**src/rtl/uv_sphere_vertex_generator_assert.svh**
```systemverilog
// Assertion macros for the UV sphere vertex generator
`ifndef UV_SPHERE_VERTEX_GENERATOR_ASSERT_SVH
`define UV_SPHERE_VERTEX_GENERATOR_ASSERT_SVH

// same-cycle implication, checked on every rising edge outside reset
`define UVS_ASSERT_NOW(label, ante, cons, msg) \
  label: assert property (@(posedge clk) disable iff (rst) (ante) |-> (cons)) \
    else $error(msg);

// next-cycle implication
`define UVS_ASSERT_NEXT(label, ante, cons, msg) \
  label: assert property (@(posedge clk) disable iff (rst) (ante) |=> (cons)) \
    else $error(msg);

`endif

```
**src/rtl/uvs_pkg.sv**
```systemverilog
// Package: constants, tables and helpers of the UV sphere vertex generator
`default_nettype none
package uvs_pkg;

  localparam int MAX_DIVISIONS = 1024;
  localparam int ANGLE_BITS    = 16;

  localparam int IDX_W  = 11;
  localparam int RAD_W  = 16;
  localparam int POS_W  = 17;
  localparam int UNIT_W = 16;

  // divider: dividend holds index << ANGLE_BITS plus a rounding term
  localparam int QUO_W = ANGLE_BITS + 1;
  localparam int DVD_W = IDX_W + ANGLE_BITS + 1;
  localparam int DSR_W = IDX_W + 1;

  // CORDIC
  localparam int CORDIC_STEPS = 16;
  localparam int CORDIC_LAT   = CORDIC_STEPS + 2;
  localparam int XY_W = 34;
  localparam int Z_W  = 33;
  localparam int FRAC_W = ANGLE_BITS - 2;
  localparam int MUL_W  = FRAC_W + 34;
  localparam logic [33:0] TWO_PI_Q30 = 34'd6746518852;
  localparam logic signed [XY_W-1:0] CORDIC_GAIN = XY_W'(652032874);

  localparam int SIDE_LEN = 1 + QUO_W + CORDIC_LAT;

  typedef enum logic [1:0] {
    REG_RADIUS       = 2'd0,
    REG_ROW_COUNT    = 2'd1,
    REG_COLUMN_COUNT = 2'd2
  } cfg_reg_t;

  function automatic logic signed [Z_W-1:0] atan_q30(input int step);
    logic signed [Z_W-1:0] v;
    case (step)
      0:  v = Z_W'(843314856);
      1:  v = Z_W'(497837829);
      2:  v = Z_W'(263043836);
      3:  v = Z_W'(133525158);
      4:  v = Z_W'(67021686);
      5:  v = Z_W'(33543515);
      6:  v = Z_W'(16775850);
      7:  v = Z_W'(8388437);
      8:  v = Z_W'(4194282);
      9:  v = Z_W'(2097149);
      10: v = Z_W'(1048575);
      11: v = Z_W'(524287);
      12: v = Z_W'(262143);
      13: v = Z_W'(131071);
      14: v = Z_W'(65535);
      15: v = Z_W'(32767);
      default: v = '0;
    endcase
    return v;
  endfunction

  // radius (Q8.8) times a Q1.14 unit term, rounded and clamped to Q8.8
  function automatic logic [POS_W-1:0] scale_q14(input logic [RAD_W-1:0] rad,
                                                 input logic signed [UNIT_W-1:0] u);
    logic signed [RAD_W:0]        rs;
    logic signed [RAD_W+UNIT_W:0] p;
    logic signed [RAD_W+UNIT_W:0] r;
    logic signed [RAD_W+UNIT_W:0] lim;
    rs  = $signed({1'b0, rad});
    p   = rs * u;
    r   = (p + (RAD_W+UNIT_W+1)'(8192)) >>> 14;
    lim = (RAD_W+UNIT_W+1)'(65535);
    if (r > lim) r = lim;
    else if (r < -lim) r = -lim;
    return r[POS_W-1:0];
  endfunction

endpackage
`default_nettype wire

```
**src/rtl/uvs_cordic.sv**
```systemverilog
// Pipelined sine/cosine: quadrant fold, 16 CORDIC stages, round to Q1.14
`default_nettype none
module uvs_cordic (
  input  wire logic                                  clk,
  input  wire logic                                  en,
  input  wire logic [uvs_pkg::ANGLE_BITS-1:0]        angle,
  output logic signed [uvs_pkg::UNIT_W-1:0]          cos_q14,
  output logic signed [uvs_pkg::UNIT_W-1:0]          sin_q14
);
  localparam int N   = uvs_pkg::CORDIC_STEPS;
  localparam int XW  = uvs_pkg::XY_W;
  localparam int ZW  = uvs_pkg::Z_W;
  localparam int FW  = uvs_pkg::FRAC_W;
  localparam int MW  = uvs_pkg::MUL_W;
  localparam int AB  = uvs_pkg::ANGLE_BITS;
  localparam int UNIT_W_L = uvs_pkg::UNIT_W - 1;

  logic [MW-1:0]          prod;
  logic [MW-1:0]          prod_rnd;
  logic signed [ZW-1:0]   z0;
  logic [1:0]             q0;

  assign prod     = MW'(angle[FW-1:0]) * MW'(uvs_pkg::TWO_PI_Q30);
  assign prod_rnd = prod + (MW'(1) << (AB - 1));

  always_ff @(posedge clk) begin
    if (en) begin
      z0 <= ZW'(prod_rnd >> AB);
      q0 <= angle[AB-1:AB-2];
    end
  end

  logic signed [XW-1:0] xs [1:N];
  logic signed [XW-1:0] ys [1:N];
  logic signed [ZW-1:0] zs [1:N];
  logic [1:0]           qs [1:N];

  for (genvar i = 0; i < N; i++) begin : g_step
    logic signed [XW-1:0] x_cur, y_cur, dx, dy;
    logic signed [ZW-1:0] z_cur;
    logic [1:0]           q_cur;
    if (i == 0) begin : g_first
      assign x_cur = uvs_pkg::CORDIC_GAIN;
      assign y_cur = '0;
      assign z_cur = z0;
      assign q_cur = q0;
    end else begin : g_rest
      assign x_cur = xs[i];
      assign y_cur = ys[i];
      assign z_cur = zs[i];
      assign q_cur = qs[i];
    end
    assign dx = y_cur >>> i;
    assign dy = x_cur >>> i;
    always_ff @(posedge clk) begin
      if (en) begin
        if (!z_cur[ZW-1]) begin
          xs[i+1] <= x_cur - dx;
          ys[i+1] <= y_cur + dy;
          zs[i+1] <= z_cur - uvs_pkg::atan_q30(i);
        end else begin
          xs[i+1] <= x_cur + dx;
          ys[i+1] <= y_cur - dy;
          zs[i+1] <= z_cur + uvs_pkg::atan_q30(i);
        end
        qs[i+1] <= q_cur;
      end
    end
  end

  logic signed [XW-1:0]     xr, yr, lim;
  logic signed [UNIT_W_L:0] fc_w, fs_w;
  logic signed [uvs_pkg::UNIT_W-1:0] fc, fs, c_next, s_next;

  assign lim = XW'(16384);
  assign xr  = (xs[N] + XW'(32768)) >>> 16;
  assign yr  = (ys[N] + XW'(32768)) >>> 16;

  always_comb begin
    fc_w = (xr > lim) ? lim[UNIT_W_L:0] : ((xr < -lim) ? -lim[UNIT_W_L:0] : xr[UNIT_W_L:0]);
    fs_w = (yr > lim) ? lim[UNIT_W_L:0] : ((yr < -lim) ? -lim[UNIT_W_L:0] : yr[UNIT_W_L:0]);
    fc   = fc_w;
    fs   = fs_w;
    case (qs[N])
      2'd0:    begin c_next = fc;  s_next = fs;  end
      2'd1:    begin c_next = -fs; s_next = fc;  end
      2'd2:    begin c_next = -fc; s_next = -fs; end
      default: begin c_next = fs;  s_next = -fc; end
    endcase
  end

  always_ff @(posedge clk) begin
    if (en) begin
      cos_q14 <= c_next;
      sin_q14 <= s_next;
    end
  end
endmodule
`default_nettype wire

```
**config.mk**
```make
export PLATFORM = sky130hd
export DESIGN_NAME = uvs_cordic
export DESIGN_NICKNAME = d
export VERILOG_FILES = /design/src/rtl/uv_sphere_vertex_generator_assert.svh /design/src/rtl/uvs_pkg.sv /design/src/rtl/uvs_cordic.sv
export SDC_FILE = /design/constraint.sdc
export NUM_CORES = 2
export LEC_CHECK = 0
export BUFFER_PORTS_ARGS = -buffer_cell sky130_fd_sc_hd__buf_2
export CAP_MARGIN = 40
export CORE_MARGIN = 4
export CORE_UTILIZATION = 29
export DETAILED_ROUTE_END_ITERATION = 6
export PLACE_DENSITY = 0.45
export SLEW_MARGIN = 20
export SYNTH_ARGS = -nofsm -noshare
export SYNTH_HDL_FRONTEND = slang
export SYNTH_SLANG_ARGS = --single-unit
```
**constraint.sdc**
```tcl
create_clock -name clk -period 7.85 [get_ports clk]
set_input_delay 0.3925 -clock clk [delete_from_list [all_inputs] [get_ports clk]]
set_output_delay 0.3925 -clock clk [all_outputs]
set_load 0.1 [all_outputs]
```
# --- Word-level counts from Yosys, hierarchy flattened ---
# Memory sizes are Yosys's and may differ from the RTL's.
# Index checks and enable logic that the tools add are counted.
totals:
  regBits: 66
  word_cells: 300
  out_inout_bits: 32
  ramBits: 1648
  inputBits: 18
  memories: 4
op_classes:
  magnitude_cmp: 4
  n_mul: 1
  add_sub_neg: 96
  n_eq_ne: 2
  reduce_logical: 1
  bitwise: 45
  n_mux: 143
mem_list:
  columns: ["memory", "words", "word_bits", "rd", "rd_ports_with_merged_regs", "wr", "line", "text"]
  rows:
  - ["xs", 16, 34, 16, 0, 16, "uvs_cordic.sv:33", "logic signed [XW-1:0] xs [1:N];"]
  - ["ys", 16, 34, 16, 0, 16, "uvs_cordic.sv:34", "logic signed [XW-1:0] ys [1:N];"]
  - ["zs", 16, 33, 15, 0, 16, "uvs_cordic.sv:35", "logic signed [ZW-1:0] zs [1:N];"]
  - ["qs", 16, 2, 16, 0, 16, "uvs_cordic.sv:36", "logic [1:0] qs [1:N];"]
ops:
  columns: ["op", "n"]
  rows:
  - ["$mux W34", 30]
  - ["$mux W33", 15]
  - ["$pmux W16 S3", 2]
  - ["$mux W1", 92]
  - ["$add A34 B17 Y34 const B", 2]
  - ["$add A34 B19 Y34", 2]
  - ["$add A34 B20 Y34", 2]
  - ["$add A34 B21 Y34", 2]
  - ["$add A34 B22 Y34", 2]
  - ["$add A34 B23 Y34", 2]
  - ["$add A34 B24 Y34", 2]
  - ["$add A34 B25 Y34", 2]
  - ["$add A34 B26 Y34", 2]
  - ["$add A34 B27 Y34", 2]
  - ["$add A34 B28 Y34", 2]
  - ["$add A34 B29 Y34", 2]
  - ["$add A34 B30 Y34", 2]
  - ["$add A34 B31 Y34", 2]
  - ["$add A34 B32 Y34", 2]
  - ["$add A34 B33 Y34", 2]
  - ["$sub A34 B19 Y34", 2]
  - ["$sub A34 B20 Y34", 2]
  - ["$sub A34 B21 Y34", 2]
  - ["$sub A34 B22 Y34", 2]
  - ["other kinds (52)", 113]

# --- Logic depth before layout (Yosys ltp) ---
# An unclocked memory read counts as a cell.
depth:
  depth_word: 7
  depth_mapped: 25
  mapped_depth_nobuf: 24

# --- Worst setup path after synthesis ---
# OpenSTA, ideal clock, no wires.
synth_path:
  path_type: "input to register"
  from: "in angle[2] (netlist name)"
  to: "reg z0[30], in the netlist g_step[0].z_cur[30], data pin"
  slack_ns: 1.274
  arrival_time_ns: 6.321
  stages: 23
  cell_sequence: "fa_1 -> fa_1 -> inv_1 -> fa_1 -> inv_1 -> fa_1 -> fa_1 -> inv_1 -> fa_1 -> inv_1 -> ha_1 -> buf_6 -> and4_4 -> nor3b_2 -> a22oi_2 -> a311oi_2 -> or4_4 -> a31oi_2 -> nand4_2 -> nor4_4 -> and3_1 -> mux2i_1 -> and3_1"
synth_via:
  elab_chain_len: 2
synth_lines:
  columns: ["element", "line", "text"]
  rows:
  - ["start: declaration", "uvs_cordic.sv:6", "input wire logic [uvs_pkg::ANGLE_BITS-1:0] angle,"]
  - ["$mul A14 B31 Y45", "uvs_cordic.sv:23", "assign prod = MW'(angle[FW-1:0]) * MW'(uvs_pkg::TWO_PI_Q30);"]
  - ["$add A47 B16 Y48", "uvs_cordic.sv:24", "assign prod_rnd = prod + (MW'(1) << (AB - 1));"]
  - ["net prod_rnd[46]", "uvs_cordic.sv:19", "logic [MW-1:0] prod_rnd;"]
  - ["end signal: assignment", "uvs_cordic.sv:28", "z0 <= ZW'(prod_rnd >> AB);"]
  - ["end: declaration", "uvs_cordic.sv:20", "logic signed [ZW-1:0] z0;"]
# The timed path passes the listed nets, and every way through them passes these cells.
# A chain may end at the register's enable or synchronous reset.

# --- Worst setup path in the final report ---
layout_path:
  from: "in angle[3] (netlist name)"
  to: "reg z0[30], in the netlist g_step[0].z_cur[30], data pin"
# The elaborated chain is that of the path after synthesis.

==> flow_summary.ini <==
[die]
start_util_pct = 29.1
dieArea_sq_um = 455000
num_rows = 244
num_io_pins = 50
die_w_um = 675
core_area_sq_um = 442000
chipHeight_um = 675

[logic_synthesis]
synth.top_cell.area_share_pct = 34.5
avgSynthCellArea_sq_um = 9.74
yosys.area.top_type = edfxtp_1
synth-seq-area-share_pct = 34.5
ys.flop_type = edfxtp_1
ys_warn_count = 0
synth_seq_cells = 1483
synth_area_leaders = edfxtp_1 (35%), ha_1 (15%), xnor2_1 (8.2%), a21oi_1 (4.6%), xor2_1 (4.3%)
netlist_area_sq_um = 129000
async_reset_ff_share_pct = 0
syn-instance-count = 13200
synth_edf_count = 1483
synth_cell_types = 128

[global_route]
track_usage_pct = 14.7
antenna_found_initial = 3
grt_max_degree = 158
grt.overflow.total = 0
grt_pass1_wl_mm = 545
grt_pass1_vias = 96400

[clock_network]
htreeDepth = 4
cts_tree = built
clockBufferDepth = 4
clk_latency_ns = 0.91
path_clk_slew_ns = 0.06
cts-resized-gates = 0
numClockSinks = 1483
postCtsSetupRepairBufs = 0
cts_buffers = 197
cts_root_buf = clkbuf_16

[worst_setup_path]
slowest_delay_ns = 0.55
path_class = primary input to flip-flop
r2r_start = xs[6][15]
end_kind = flip-flop
cp_top_family = adder cells
crit_buf_inv = 5
worstPathRequired_ns = 8.49
worst_path_most_repeated_cell = fa_1
worstPathArrival_ns = 7.13
cp-start-kind = primary input
cp_cell_sequence = buf_2 -> fa_1 -> fa_1 -> inv_1 -> fa_1 -> inv_1 -> fa_1 -> fa_1 -> inv_1 -> fa_1 -> inv_1 -> ha_1 -> and4_1 -> o21ai_0 -> a21o_1 -> a311oi_4 -> nor4b_1 -> nor3_4 -> nand4_2 -> nor4_4 -> and3_1 -> a311oi_1 -> and3_1
slowest_stage = fa_1
rr_worst_depth = 19
r2r_setup_slack_ns = 1.80
rr_endpoint = ys[6][67]
crit_fanout = 10

[timing]
min_period_over_period_pct = 82.8
rsz0062_at_grt = no
finalSetupViolCount = 0
hold_viol_final = 0
max_slew_margin_pct = 35.1
worst_pin_slew_ns = 0.974
slew_violations = 0
clock.fmax_ghz = 0.154
fin_skew_ns = 0.131
fin_crit_ns = 6.50
final.setup.tns_ns = 0
hold_ws_ns = 0.245

[drt]
first_pass_iters = 7
vias = 96500
drc = 0
wirelength_mm = 341
via_per_inst = 4.96
wl_per_cell_um = 17.6
detail-route-antenna-nets = 0
drt-initial-drc-count = 4754

[final_layout]
multi_input_area_sq_um = 81100
drive_gt1_share_pct = 5.05
num-nets-final = 15100
syn_to_final_growth_pct = 10.9
seq_area_sq_um = 44500
final_area_sq_um = 143000
nFillCells = 45800

[placement]
place_congestion = 0.838
dpl_cell_area_sq_um = 137000
dpl.hpwl_mm = 272
portBuffers = 49

[outcome]
status = finished clean

[run]
cap_viol_max_count = 0

[min_path]
worstHoldEndpoint = g_step[0].q_cur[0]
holdPathStages = 2
hold_path.class = primary input to flip-flop
min-delay-start = angle[14]
==> worst reg2reg max path, cell delays in order, from the launching register on <==
cell and delay (ns):
edfxtp_1 0.48, or3_1 0.41, or3b_1 0.40, or3_1 0.34, or3_1 0.33, or3_1 0.36, or2_1 0.30, o21ai_0 0.21
xor2_1 0.11, ha_1 0.37, nand4_1 0.14, nor2_1 0.27, nand2_1 0.10, a211oi_1 0.50, o311ai_0 0.33, a31oi_1 0.44
a211oi_1 0.18, o31ai_1 0.30, a21oi_1 0.12, xnor2_1 0.13
==> cells in the mapped netlist, drive strengths merged (52+ instances only) <==
library cell     n
nand3          242
xnor2         1216
nand2b         181
nand2          704
a21o           598
and3           131
nor2b          151
xor2           638
a21oi         1181
or3            141
edfxtp        1483
mux2            54
buf             52
o21ai          660
inv            649
o41ai           55
a211oi         129
clkbuf         169
o21bai         155
o21a           222
nor4            85
ha            1506
nor3           366
a31oi          140
and2            81
mux2i           65
nand4           90
o211ai          59
o31ai          128
fa             153
nor2          1059
==> cells by family (layout without fill, tap and decap cells) <==
| kind of cell | count (synthesis) | after routing | synth area share (%) |
|---|---|---|---|
| XOR/XNOR | 1854 | 1854 | 12.6 |
| AO/OA/AOI/OAI | 3763 | 3763 | 18.9 |
| flip-flops | 1483 | 1483 | 34.5 |
| AND/OR/NAND/NOR | 3487 | 3487 | 13.4 |
| adder cells (fa/ha/maj) | 1659 | 1659 | 17.0 |
| other | 1 | 4 | 0.00291 |
| multiplexers | 119 | 119 | 0.976 |
| buffers and inverters | 873 | 1175 | 2.59 |
==> registers in the layout, indices dropped and copies added, names as in the netlist <==
signal	count
g_step.q_cur	2
g_step.z_cur	32
zs	463
ys	462
xs	460
sin_q14	16
qs	32
cos_q14	16
==> repair_timing <==
item / 4_1_cts / 5_1_grt
hold endpoints to repair: 11 / 0
hold buffers: 3 / 0
endpoints found under the setup margin: 0 / 0
==> cell type report <==
| type | instances | area share, % |
|---|---|---|
| clock buffer | 242 | 3.58 |
| clock inverter | 117 | 0.809 |
| sequential | 1483 | 31.1 |
| multi-input combinational | 10900 | 56.7 |
| tap | 5904 | 5.16 |
| antenna | 2 | 0.00350 |
| timing repair buffer | 164 | 0.911 |
| inverter | 652 | 1.71 |
==> cells in the final DEF (no fill, tap or decap), types with 131 or more instances in the layout <==
| cell | instances |
|---|---|
| a21o_1 | 598 |
| a21oi_1 | 1176 |
| a31oi_1 | 138 |
| and3_1 | 131 |
| clkbuf_16 | 198 |
| edfxtp_1 | 1483 |
| fa_1 | 153 |
| ha_1 | 1506 |
| inv_1 | 638 |
| nand2_1 | 697 |
| nand2b_1 | 180 |
| nand3_1 | 242 |
| nor2_1 | 1058 |
| nor2b_1 | 151 |
| nor3_1 | 359 |
| o21a_1 | 222 |
| o21ai_0 | 642 |
| o21bai_1 | 155 |
| or3_1 | 137 |
| xnor2_1 | 1214 |
| xor2_1 | 637 |
==> worst max path at each step <==
stage                   from             endpoint  slack, ns  cells past startpoint
detailed placement  angle[3]  g_step[0].z_cur[30]       0.41                     23
CTS                 angle[3]  g_step[0].z_cur[30]       1.43                     23
finish              angle[3]  g_step[0].z_cur[30]       1.35                     23
global placement    angle[3]  g_step[0].z_cur[30]       0.38                     23
floorplan           angle[2]  g_step[0].z_cur[30]       1.27                     23
global route        angle[3]  g_step[0].z_cur[30]       1.02                     23
==> stage by stage <==
stage	setup WS (ns)	util [%]	instances
after floorplan	1.27	-	13200
after global placement	0.376	30.8	19100
after detailed placement	0.407	30.9	19100
after CTS	1.43	32.3	19400
after global routing	1.02	32.3	19400
final	1.35	32.3	19400
==> metal layers <==
layer	up-vias	part of all wire, %	global-route usage (%)
li1	49400	-	-
met1	45400	45	18.7
met2	1198	50	26.7
met3	423	2.7	1.32
met4	0	2.7	3.91
met5	-	0	0
Power is left out: the tool's default activity adds up to more than one toggle a clock period on the data nets, which glitch-free logic cannot reach.
